[config.mk]
export PLATFORM = sky130hd
export DESIGN_NAME = hla_front
export DESIGN_NICKNAME = d
export VERILOG_FILES = /design/src/rtl/hla_pkg.sv /design/src/rtl/hla_front.sv
export SDC_FILE = /design/constraint.sdc
export NUM_CORES = 1
export LEC_CHECK = 0
export ABC_AREA = 1
export BUFFER_PORTS_ARGS = -buffer_cell sky130_fd_sc_hd__buf_2
export CORE_MARGIN = 2
export CORE_UTILIZATION = 26
export DETAILED_ROUTE_END_ITERATION = 8
export PLACE_DENSITY = 0.89
export SLEW_MARGIN = 40
export SYNTH_ARGS = -nofsm -noshare
export SYNTH_HDL_FRONTEND = slang
export SYNTH_SLANG_ARGS = --single-unit
[constraint.sdc]
create_clock -name vclk -period 1.7
set_input_delay 0.34 -clock vclk [all_inputs]
set_output_delay 0.34 -clock vclk [all_outputs]
set_load 0.03 [all_outputs]
[src/rtl/hla_pkg.sv]
// Shared types, constants and the sine table of the Hough line accumulator.
// Used by every module of the block; depends on nothing.
package hla_pkg;

  // field widths of the request and result items
  localparam int MODE_W  = 2;
  localparam int PIX_W   = 9;
  localparam int PV_W    = 8;
  localparam int THETA_W = 8;
  localparam int RSEL_W  = 11;
  localparam int COUNT_W = 16;

  // configuration register widths and port format
  localparam int OFF_W      = 11;
  localparam int INV_W      = 13;
  localparam int CFG_IDX_W  = 2;
  localparam int CFG_DATA_W = 13;

  // rho datapath widths
  localparam int SIN_W     = 15;
  localparam int MAG_W     = 7;
  localparam int DEG_W     = 8;
  localparam int PROD_W    = PIX_W + SIN_W;
  localparam int RHO_SUM_W = PROD_W + 2;
  localparam int SCALED_W  = RHO_SUM_W + INV_W + 1;
  localparam int FRAC_BITS = 22;

  // angle constants: bins span -90 .. +89 degrees
  localparam int THETA_SPAN  = 179;
  localparam int DEG_ZERO    = 90;
  localparam int QUARTER_DEG = 90;

  // default geometry
  localparam int NUM_THETA_DEF = 180;
  localparam int RHO_BINS_DEF  = 2048;
  localparam int IMG_DIM_DEF   = 512;

  // command queue between front and back
  localparam int FIFO_DEPTH = 2;
  localparam int FIFO_PTR_W = $clog2(FIFO_DEPTH);

  localparam logic [PV_W-1:0]    EDGE_VALUE = 8'd255;
  localparam logic [COUNT_W-1:0] COUNT_MAX  = 16'hFFFF;

  localparam logic [OFF_W-1:0] RHO_OFFSET_RST   = 11'd724;
  localparam logic [INV_W-1:0] RHO_STEP_INV_RST = 13'd256;

  // request modes
  localparam logic [MODE_W-1:0] MODE_VOTE  = 2'd0;
  localparam logic [MODE_W-1:0] MODE_READ  = 2'd1;
  localparam logic [MODE_W-1:0] MODE_CLEAR = 2'd2;

  // configuration register indexes
  localparam logic [CFG_IDX_W-1:0] CFG_RHO_OFFSET   = 2'd0;
  localparam logic [CFG_IDX_W-1:0] CFG_RHO_STEP_INV = 2'd1;

  typedef struct packed {
    logic [MODE_W-1:0]  mode;
    logic [PIX_W-1:0]   pix_x;
    logic [PIX_W-1:0]   pix_y;
    logic [PV_W-1:0]    pixel_value;
    logic [THETA_W-1:0] theta_sel;
    logic [RSEL_W-1:0]  rho_sel;
  } in_item_t;

  typedef struct packed {
    logic [COUNT_W-1:0] bin_count;
    logic [THETA_W-1:0] bin_theta;
    logic [RSEL_W-1:0]  bin_rho;
  } out_item_t;

  typedef enum logic [1:0] {
    CMD_VOTE,
    CMD_READ,
    CMD_CLEAR
  } cmd_op_e;

  // classified command handed from front to back
  typedef struct packed {
    cmd_op_e            op;
    logic [PIX_W-1:0]   pix_x;
    logic [PIX_W-1:0]   pix_y;
    logic [THETA_W-1:0] theta_sel;
    logic [RSEL_W-1:0]  rho_sel;
    logic               rd_hit;
  } cmd_t;

  typedef struct packed {
    logic [OFF_W-1:0] rho_offset;
    logic [INV_W-1:0] rho_step_inv;
  } cfg_t;

  typedef struct packed {
    logic clearing;
  } status_t;

  // sin(0..90 degrees) in Q1.14, rounded
  localparam logic [SIN_W-1:0] SIN_TAB [QUARTER_DEG+1] = '{
    15'd0,     15'd286,   15'd572,   15'd857,   15'd1143,  15'd1428,  15'd1713,
    15'd1997,  15'd2280,  15'd2563,  15'd2845,  15'd3126,  15'd3406,  15'd3686,
    15'd3964,  15'd4240,  15'd4516,  15'd4790,  15'd5063,  15'd5334,  15'd5604,
    15'd5872,  15'd6138,  15'd6402,  15'd6664,  15'd6924,  15'd7182,  15'd7438,
    15'd7692,  15'd7943,  15'd8192,  15'd8438,  15'd8682,  15'd8923,  15'd9162,
    15'd9397,  15'd9630,  15'd9860,  15'd10087, 15'd10311, 15'd10531, 15'd10749,
    15'd10963, 15'd11174, 15'd11381, 15'd11585, 15'd11786, 15'd11982, 15'd12176,
    15'd12365, 15'd12551, 15'd12733, 15'd12911, 15'd13085, 15'd13255, 15'd13421,
    15'd13583, 15'd13741, 15'd13894, 15'd14044, 15'd14189, 15'd14330, 15'd14466,
    15'd14598, 15'd14726, 15'd14849, 15'd14968, 15'd15082, 15'd15191, 15'd15296,
    15'd15396, 15'd15491, 15'd15582, 15'd15668, 15'd15749, 15'd15826, 15'd15897,
    15'd15964, 15'd16026, 15'd16083, 15'd16135, 15'd16182, 15'd16225, 15'd16262,
    15'd16294, 15'd16322, 15'd16344, 15'd16362, 15'd16374, 15'd16382, 15'd16384
  };

  // table lookup, magnitudes past a quarter turn read as zero
  function automatic logic [SIN_W-1:0] sin_lookup(input logic [MAG_W-1:0] mag);
    if (mag > MAG_W'(QUARTER_DEG)) begin
      return '0;
    end else begin
      return SIN_TAB[mag];
    end
  endfunction

endpackage

[src/rtl/hla_front.sv]
// Front end of the Hough line accumulator: takes requests, sorts them into
// vote, read and clear commands and pushes them to the queue. Uses hla_pkg.
module hla_front #(
  parameter int NUM_THETA = hla_pkg::NUM_THETA_DEF,
  parameter int RHO_BINS  = hla_pkg::RHO_BINS_DEF,
  parameter int IMG_DIM   = hla_pkg::IMG_DIM_DEF
) (
  input  logic              in_valid_i,
  input  hla_pkg::in_item_t in_item_i,
  output logic              in_stall_o,
  input  logic              fifo_full_i,
  input  logic              clearing_i,
  output logic              push_o,
  output hla_pkg::cmd_t     cmd_o
);
  import hla_pkg::*;

  logic accept;
  logic keep;

  // hold off while the queue is full or the store is being swept
  assign in_stall_o = fifo_full_i || clearing_i;
  assign accept     = in_valid_i && !in_stall_o;

  // classify the request
  always_comb begin
    keep            = 1'b0;
    cmd_o.op        = CMD_VOTE;
    cmd_o.pix_x     = in_item_i.pix_x;
    cmd_o.pix_y     = in_item_i.pix_y;
    cmd_o.theta_sel = in_item_i.theta_sel;
    cmd_o.rho_sel   = in_item_i.rho_sel;
    cmd_o.rd_hit    = (int'(in_item_i.theta_sel) < NUM_THETA) &&
                      (int'(in_item_i.rho_sel) < RHO_BINS);
    unique case (in_item_i.mode)
      MODE_VOTE: begin
        // only edge pixels on the image cast votes
        keep     = (in_item_i.pixel_value == EDGE_VALUE) &&
                   (int'(in_item_i.pix_x) < IMG_DIM) &&
                   (int'(in_item_i.pix_y) < IMG_DIM);
        cmd_o.op = CMD_VOTE;
      end
      MODE_READ: begin
        keep     = 1'b1;
        cmd_o.op = CMD_READ;
      end
      MODE_CLEAR: begin
        keep     = 1'b1;
        cmd_o.op = CMD_CLEAR;
      end
      default: begin
        keep = 1'b0;
      end
    endcase
  end

  assign push_o = accept && keep;

endmodule

==> impl_results.md <==
- Synthesized instance count: 59
- CP arrival: about 1200 ps
- Final nets: around 110
- Die area: between 1500 and 2000 um^2
- Hold path depth: 0
- Die Y: 43.73 um
- GPL Wtd Cong: 0.5750
- Placed cells: 68
- Final core utilization: 0.2034
- Core area: 1489 um^2
- Synth Cell Area: 410.4 um^2
- Cell variety after synth: 10
- Total GRT Usage: 0.06441
- Final WL: 680 um
- Initial antenna violation count: 0
- Setup CP Type: in2out
- Crit-path slowest cell: buf_2
- Antenna diodes: 0
- I/O Buffers: 30
- GR Overflow Total: 0
- Worst Path Max Fanout: 3
- Startpoint of the worst hold path: in_item_i[35]
- DR vias: 263
- Num ports: 92
- Routed Antenna Nets: 0
- Setup TNS: 0 ps
- Proportion of layout cells with a drive suffix above 1: 0.6346
- Post-Syn Area per Cell: 6.956 um^2
- Worst setup EP type: output port
- Clock share of power: 0
- Slew of the pin with the lowest slew margin: 159.6 ps
- Yosys warns: 0
- Vias/cell: between 3 and 4
- Hold bufs inserted after CTS: 0
- Pin count of the biggest net entering global routing: 4
- P_leak: ~0.19 nW
- RSZ-0062 raised after global routing: false
- Commonest non-fill, non-tap cell in the layout: buf_2
- Hold Vio Cnt, Final: 0
- Clock buf count: 0
- Wire per inst: about 10 um
- Flop pwr share: 0
- Post-route DRC: 0
- Final std cells w/o fill: 68
- Gate power share: 1.000
- Max_slew headroom: 0.8943
- Yosys top cell by area: buf_4
- Cts repair resizes: 0
- Status: finished, final reports clean
- Switching fraction of total power: 0.6072
- Syn_nets: between 100 and 150
- Setup crit end: push_o
- Most frequent CP cell: buf_2
- Vias in the first global route: 246
- Synth area leaders: buf_4, ha_1, nand2_1
- Crit path buffers/inverters: 3
- Initial Util: 0.2756
- Commonest cells after routing, fill and taps aside: buf_2, nand2_1, nor2_1, ha_1, inv_1
- CP Depth: 8
- Sw Pwr: 48.88 uW
- Synth top area share: 0.6768
- Fillers: 170
- Syn-to-layout area delta: -26.22%
- Crit. Startpoint: in_item_i[45]
- Die width: about 44 um
- Row count: 14
- CP startpoint kind: input pin
- TritonRoute pass-1 iters: 1
- Setup Fix Bufs, Post-CTS: 0
- Crit path required time: between 1000 and 1500 ps
- Max-slew violations: 0
- First-pass GRT wire length: 1028 um
- Minimum clock period: 1532 ps
- Largest delay share family, worst path: buffers and inverters
- Pwr/cell area: approximately 270 nW/um^2
- FMAX: 652.6 MHz
- Period Utilization, post-route: 0.9013
- Peak VDD IR: ~0.000087 V
- Internal: 31.62 uW
- CP max stage delay: 200 ps
- Initial DRC count: 0
- FFs & Latches: 0
- Worst hold path class: in2out
- Max-cap violations: 0
- Final setup fails: 0
- Post-synthesis sequential area ratio: 0
- Crit-path cells: buf_2, inv_1, ha_1, nand3_1, nor2_1, nand2_1, a21oi_2, buf_2
- Storage cell area: 0 um^2
[cells in the mapped netlist]
cell type	n
nor2_1	4
inv_1	3
a21oi_2	1
or2_4	1
o21ai_0	1
buf_4	37
ha_1	4
nand2_1	6
nand3_1	1
nor2_2	1
[stage by stage]
step / area (um^2) / hold WS (ps) / setup WS [ps] / power (mW)
floorplan: 410.4 / 811.5 / 220.4 / 0.1914
global placement: 302.8 / 680.2 / 195.8 / 0.07981
detailed placement: 302.8 / 680.2 / 156.1 / 0.08133
CTS: 302.8 / 680.2 / 153.7 / 0.08142
global route: 302.8 / 680.0 / 52.86 / 0.08857
finish: 302.8 / 680.0 / 167.7 / 0.08050
[final cells by class]
type                            count  area, um^2  share of cell area
Tap cell                           16       20.02             0.06612
Multi-Input combinational cell     19       121.4              0.4008
Timing Repair Buffer               30       150.1              0.4959
Inverter                            3       11.26             0.03719
[routing by layer]
layer,routed length (um),GRT usage,part of all wire
met1,212,0.07000,0.31
met4,9,0.02424,0.013
met3,130,0.04583,0.19
met2,327,0.09706,0.48
met5,0,0,0
[power by group through the flow]
stage               Combinational, mW  Sequential, mW  Clock [mW]
global placement               0.0798               0           0
detailed placement             0.0813               0           0
finish                         0.0805               0           0
floorplan                       0.191               0           0
global route                   0.0886               0           0
CTS                            0.0814               0           0
[cell families after synthesis]
| group | synth area share |
|---|---|
| AO/OA/AOI/OAI | 0.03353 |
| adder cells (fa/ha/maj) | 0.1220 |
| buffers and inverters | 0.7043 |
| AND/OR/NAND/NOR | 0.1402 |
[worst min path at each step]
stage	endpoint	slack (ps)
global placement	cmd_o[21]	680
detailed placement	cmd_o[21]	680
global route	cmd_o[22]	680
floorplan	push_o	810
CTS	cmd_o[21]	680
finish	cmd_o[28]	680
No activity file was read; power rests on OpenSTA's default activity.
