<file path="src/rtl/hla_pkg.sv">
// Shared types, constants and the sine table of the Hough line accumulator.
// Used by every module of the block; depends on nothing.
package hla_pkg;

  // field widths of the request and result items
  localparam int MODE_W  = 2;
  localparam int PIX_W   = 9;
  localparam int PV_W    = 8;
  localparam int THETA_W = 8;
  localparam int RSEL_W  = 11;
  localparam int COUNT_W = 16;

  // configuration register widths and port format
  localparam int OFF_W      = 11;
  localparam int INV_W      = 13;
  localparam int CFG_IDX_W  = 2;
  localparam int CFG_DATA_W = 13;

  // rho datapath widths
  localparam int SIN_W     = 15;
  localparam int MAG_W     = 7;
  localparam int DEG_W     = 8;
  localparam int PROD_W    = PIX_W + SIN_W;
  localparam int RHO_SUM_W = PROD_W + 2;
  localparam int SCALED_W  = RHO_SUM_W + INV_W + 1;
  localparam int FRAC_BITS = 22;

  // angle constants: bins span -90 .. +89 degrees
  localparam int THETA_SPAN  = 179;
  localparam int DEG_ZERO    = 90;
  localparam int QUARTER_DEG = 90;

  // default geometry
  localparam int NUM_THETA_DEF = 180;
  localparam int RHO_BINS_DEF  = 2048;
  localparam int IMG_DIM_DEF   = 512;

  // command queue between front and back
  localparam int FIFO_DEPTH = 2;
  localparam int FIFO_PTR_W = $clog2(FIFO_DEPTH);

  localparam logic [PV_W-1:0]    EDGE_VALUE = 8'd255;
  localparam logic [COUNT_W-1:0] COUNT_MAX  = 16'hFFFF;

  localparam logic [OFF_W-1:0] RHO_OFFSET_RST   = 11'd724;
  localparam logic [INV_W-1:0] RHO_STEP_INV_RST = 13'd256;

  // request modes
  localparam logic [MODE_W-1:0] MODE_VOTE  = 2'd0;
  localparam logic [MODE_W-1:0] MODE_READ  = 2'd1;
  localparam logic [MODE_W-1:0] MODE_CLEAR = 2'd2;

  // configuration register indexes
  localparam logic [CFG_IDX_W-1:0] CFG_RHO_OFFSET   = 2'd0;
  localparam logic [CFG_IDX_W-1:0] CFG_RHO_STEP_INV = 2'd1;

  typedef struct packed {
    logic [MODE_W-1:0]  mode;
    logic [PIX_W-1:0]   pix_x;
    logic [PIX_W-1:0]   pix_y;
    logic [PV_W-1:0]    pixel_value;
    logic [THETA_W-1:0] theta_sel;
    logic [RSEL_W-1:0]  rho_sel;
  } in_item_t;

  typedef struct packed {
    logic [COUNT_W-1:0] bin_count;
    logic [THETA_W-1:0] bin_theta;
    logic [RSEL_W-1:0]  bin_rho;
  } out_item_t;

  typedef enum logic [1:0] {
    CMD_VOTE,
    CMD_READ,
    CMD_CLEAR
  } cmd_op_e;

  // classified command handed from front to back
  typedef struct packed {
    cmd_op_e            op;
    logic [PIX_W-1:0]   pix_x;
    logic [PIX_W-1:0]   pix_y;
    logic [THETA_W-1:0] theta_sel;
    logic [RSEL_W-1:0]  rho_sel;
    logic               rd_hit;
  } cmd_t;

  typedef struct packed {
    logic [OFF_W-1:0] rho_offset;
    logic [INV_W-1:0] rho_step_inv;
  } cfg_t;

  typedef struct packed {
    logic clearing;
  } status_t;

  // sin(0..90 degrees) in Q1.14, rounded
  localparam logic [SIN_W-1:0] SIN_TAB [QUARTER_DEG+1] = '{
    15'd0,     15'd286,   15'd572,   15'd857,   15'd1143,  15'd1428,  15'd1713,
    15'd1997,  15'd2280,  15'd2563,  15'd2845,  15'd3126,  15'd3406,  15'd3686,
    15'd3964,  15'd4240,  15'd4516,  15'd4790,  15'd5063,  15'd5334,  15'd5604,
    15'd5872,  15'd6138,  15'd6402,  15'd6664,  15'd6924,  15'd7182,  15'd7438,
    15'd7692,  15'd7943,  15'd8192,  15'd8438,  15'd8682,  15'd8923,  15'd9162,
    15'd9397,  15'd9630,  15'd9860,  15'd10087, 15'd10311, 15'd10531, 15'd10749,
    15'd10963, 15'd11174, 15'd11381, 15'd11585, 15'd11786, 15'd11982, 15'd12176,
    15'd12365, 15'd12551, 15'd12733, 15'd12911, 15'd13085, 15'd13255, 15'd13421,
    15'd13583, 15'd13741, 15'd13894, 15'd14044, 15'd14189, 15'd14330, 15'd14466,
    15'd14598, 15'd14726, 15'd14849, 15'd14968, 15'd15082, 15'd15191, 15'd15296,
    15'd15396, 15'd15491, 15'd15582, 15'd15668, 15'd15749, 15'd15826, 15'd15897,
    15'd15964, 15'd16026, 15'd16083, 15'd16135, 15'd16182, 15'd16225, 15'd16262,
    15'd16294, 15'd16322, 15'd16344, 15'd16362, 15'd16374, 15'd16382, 15'd16384
  };

  // table lookup, magnitudes past a quarter turn read as zero
  function automatic logic [SIN_W-1:0] sin_lookup(input logic [MAG_W-1:0] mag);
    if (mag > MAG_W'(QUARTER_DEG)) begin
      return '0;
    end else begin
      return SIN_TAB[mag];
    end
  endfunction

endpackage

</file>
<file path="src/rtl/hla_fifo.sv">
// Short command queue between the front end and the back end.
// Holds hla_pkg::cmd_t entries; uses hla_pkg.
module hla_fifo (
  input  logic          clk_i,
  input  logic          rst_ni,
  input  logic          push_i,
  input  hla_pkg::cmd_t data_i,
  output logic          full_o,
  input  logic          pop_i,
  output hla_pkg::cmd_t data_o,
  output logic          empty_o
);
  import hla_pkg::*;

  cmd_t                  slot_q [FIFO_DEPTH];
  logic [FIFO_PTR_W-1:0] wr_ptr_q, wr_ptr_d;
  logic [FIFO_PTR_W-1:0] rd_ptr_q, rd_ptr_d;
  logic [FIFO_PTR_W:0]   count_q, count_d;

  assign full_o  = (count_q == (FIFO_PTR_W+1)'(FIFO_DEPTH));
  assign empty_o = (count_q == '0);
  assign data_o  = slot_q[rd_ptr_q];

  // pointers wrap on their own since the depth is a power of two
  always_comb begin
    wr_ptr_d = push_i ? wr_ptr_q + 1'b1 : wr_ptr_q;
    rd_ptr_d = pop_i  ? rd_ptr_q + 1'b1 : rd_ptr_q;
    count_d  = count_q;
    if (push_i && !pop_i) begin
      count_d = count_q + 1'b1;
    end else if (pop_i && !push_i) begin
      count_d = count_q - 1'b1;
    end
  end

  always_ff @(posedge clk_i or negedge rst_ni) begin
    if (!rst_ni) begin
      wr_ptr_q <= '0;
      rd_ptr_q <= '0;
      count_q  <= '0;
    end else begin
      wr_ptr_q <= wr_ptr_d;
      rd_ptr_q <= rd_ptr_d;
      count_q  <= count_d;
    end
  end

  // entry storage
  always_ff @(posedge clk_i) begin
    if (push_i) begin
      slot_q[wr_ptr_q] <= data_i;
    end
  end

endmodule

</file>
<file path="config.mk">
export PLATFORM = sky130hd
export DESIGN_NAME = hla_fifo
export DESIGN_NICKNAME = d
export VERILOG_FILES = /design/src/rtl/hla_pkg.sv /design/src/rtl/hla_fifo.sv
export SDC_FILE = /design/constraint.sdc
export NUM_CORES = 1
export LEC_CHECK = 0
export BUFFER_PORTS_ARGS = -buffer_cell sky130_fd_sc_hd__buf_2
export CORE_UTILIZATION = 56
export DETAILED_ROUTE_END_ITERATION = 6
export GPL_TIMING_DRIVEN = 1
export PLACE_DENSITY_LB_ADDON = 0.25
export REMOVE_ABC_BUFFERS = 1
export SLEW_MARGIN = 20
export SYNTH_ARGS = -nofsm -noshare
export SYNTH_HDL_FRONTEND = slang
export SYNTH_SLANG_ARGS = --single-unit
</file>
<file path="constraint.sdc">
create_clock -name clk_i -period 8.3 [get_ports clk_i]
set_input_delay 0.415 -clock clk_i [delete_from_list [all_inputs] [get_ports clk_i]]
set_output_delay 0.415 -clock clk_i [all_outputs]
set_load 0.02 [all_outputs]
</file>
==> reports/metrics.csv <==
metric,value,unit
status,finished clean,
htreeDepth,3,
gp_congestion,0.676,
cts.sinks,84,
grt_max_degree,41,
die_y,78.5,um
endpoint_kind,primary output,
drtPass1Iterations,4,
worst_pin_slew,923,ps
reg2reg_from,wr_ptr_q,
via_per_inst,4.91,
fillers,372,
grt_pass1_vias,1486,
synth-seq-cells,84,
synth_most_common_cell,edfxtp_1,
setup_viol,0,
holdCritPathClass,input port to flop,
clk_pin_slew,70,ps
grtUsageTotal,16.0,%
clock_skew,3.24,ps
vias,1532,
synth_area,0.00328,mm2
start_util,58.8,%
start_kind,flop,
antenna_cells,0,
leakage,0.00161,uW
multiInputGateArea,688,um2
routed_wirelength,4540,um
portBuffers,85,
post_cts_buffers,0,
max_freq,411,MHz
post-route-min-period,2430,ps
area_growth,19.2,%
cts_made_buffers,9,
grt_first_pass_wirelength,6950,um
drive_gt1_share,60.0,%
yosysTopAreaCell,edfxtp_1,
post_synth_num_cell_types,13,
worstPathRequired,7890,ps
layout.area.seq,0.00250,mm2
crit_fanout,30,
die_w,78.5,um
avgSynthCellArea,23.2,um2
grt_antenna_before_repair,0,
grt_overflow,0,
root_buffer,clkbuf_8,
netlist_top_cells_count,"edfxtp_1, mux2_4, buf_12, dfrtp_1, xor2_1",
pin_count,86,
cts_tree,yes,
worstHoldPathCells,1,
ys.flop_type,edfxtp_1,
cap_violations,0,
critical_path_arrival,2020,ps
r2r_cells,1,
rows,27,
ys_async_sr_fraction,4.76,%
hold_viol_final,0,
drtIter0Drc,57,
hold-path-endpoint,slot_q[1][15],
dpl.hpwl,2970,um
rsz0062_at_grt,no,
critPathMaxStageDelay,590,ps
nets,280,
synth_edf_count,80,
crit_type,flop to primary output,
ant_nets,0,
crit_path_cell_trace,buf_4 > mux2_2 > buf_2,
wl_per_cell,14.6,um
finalCritPeriodShare,29.3,%
finish.utilization,70.1,%
die-area,0.00616,mm2
insertion_delay,340,ps
timing.setup.tns,0,ps
syn_inst,141,
cp_slowest_cell,dfrtp_2,
yosysWarnings,0,
slew_headroom,38.5,%
drc,0,
ys_top_cells_by_area,"edfxtp_1, mux2_4, dfrtp_1",
synth.yosys.seq_area_share,76.4,%
peakVddDrop,0.239,mV
r2r_slack,6680,ps
holdCritStartpoint,data_i[15],
pwr_density_cell,335,mW/mm2
cts_buffer_depth,2,
synth_top_area_share,73.3,%
coreArea,0.00557,mm2
r2r_end,slot_q[1][33],
drv_slew,0,
[flip-flops by register name (all words and copies together) (netlist names)]
register  count
count_q       2
rd_ptr_q      1
slot_q       80
wr_ptr_q      1
[layer usage]
metal | vias to the layer above | wire length [um] | global-route usage, %
li1 | 730 | - | -
met1 | 737 | 1720 | 17.0
met2 | 57 | 2440 | 27.8
met3 | 8 | 295 | 4.65
met4 | 0 | 84 | 10.6
met5 | - | 0 | 0
[cell families after synthesis]
family | after synthesis | share of synthesized area [%]
multiplexers | 40 | 18.2
AND/OR/NAND/NOR | 5 | 0.802
flip-flops | 84 | 76.4
XOR/XNOR | 5 | 1.34
adder cells (fa/ha/maj) | 1 | 0.382
buffers and inverters | 6 | 2.90
[metrics by stage]
step	hold WS [ps]	instances	power [uW]	area, um2	worst slack (ps)
finish	257	312	1310	3910	5870
global route	242	312	1370	3910	5760
CTS	237	311	1330	3890	5810
detailed placement	227	294	1090	3720	6200
global placement	225	294	1080	3720	6200
floorplan	119	136	969	3190	5650
[placed cells by master, fill, tap and decap left out, drive strengths merged]
cell type	instances
ha	1
dfrtp	4
dlygate4sd3	1
and2	1
edfxtp	80
clkinv	5
clkinvlp	1
xnor2	1
xor2	4
buf	87
clkbuf	10
inv	1
nor2	2
mux2	40
nor2b	2
[timing repair]
item | 4_1_cts | 5_1_grt
hold buffers | 1 | 0
gates resized for setup | 0 | 0
hold endpoints to repair | 4 | 0
[power by group]
group	total, uW	internal (uW)	switching [uW]	leakage, uW
Clock	232	105	127	0.0000832
Combinational	473	221	251	0.000728
Sequential	606	565	40.8	0.000796
[how the worst max path moves through the flow]
stage | from | endpoint | cells after the start
final | rd_ptr_q | data_o[19] | 3
after CTS | rd_ptr_q | data_o[19] | 3
after global placement | rd_ptr_q | data_o[19] | 3
after detailed placement | rd_ptr_q | data_o[19] | 3
after global routing | rd_ptr_q | data_o[19] | 3
after floorplan | push_i | slot_q[0][0] | 1
[cell type report]
type                    instances  area share, %
repair buffers                 88           11.8
multi-input cells              51           17.6
well taps                      72           2.31
clock inverters                 6          0.801
clock buffers                  10           3.27
flip-flops and latches         84           64.1
inverters                       1         0.0961
[worst max-delay path, delay by kind of cell, from the launching register on]
kind	cells	cell delay, ps
buffers and inverters	2	690
flip-flops	1	590
multiplexers	1	390
Power figures use the tool's default switching activity.
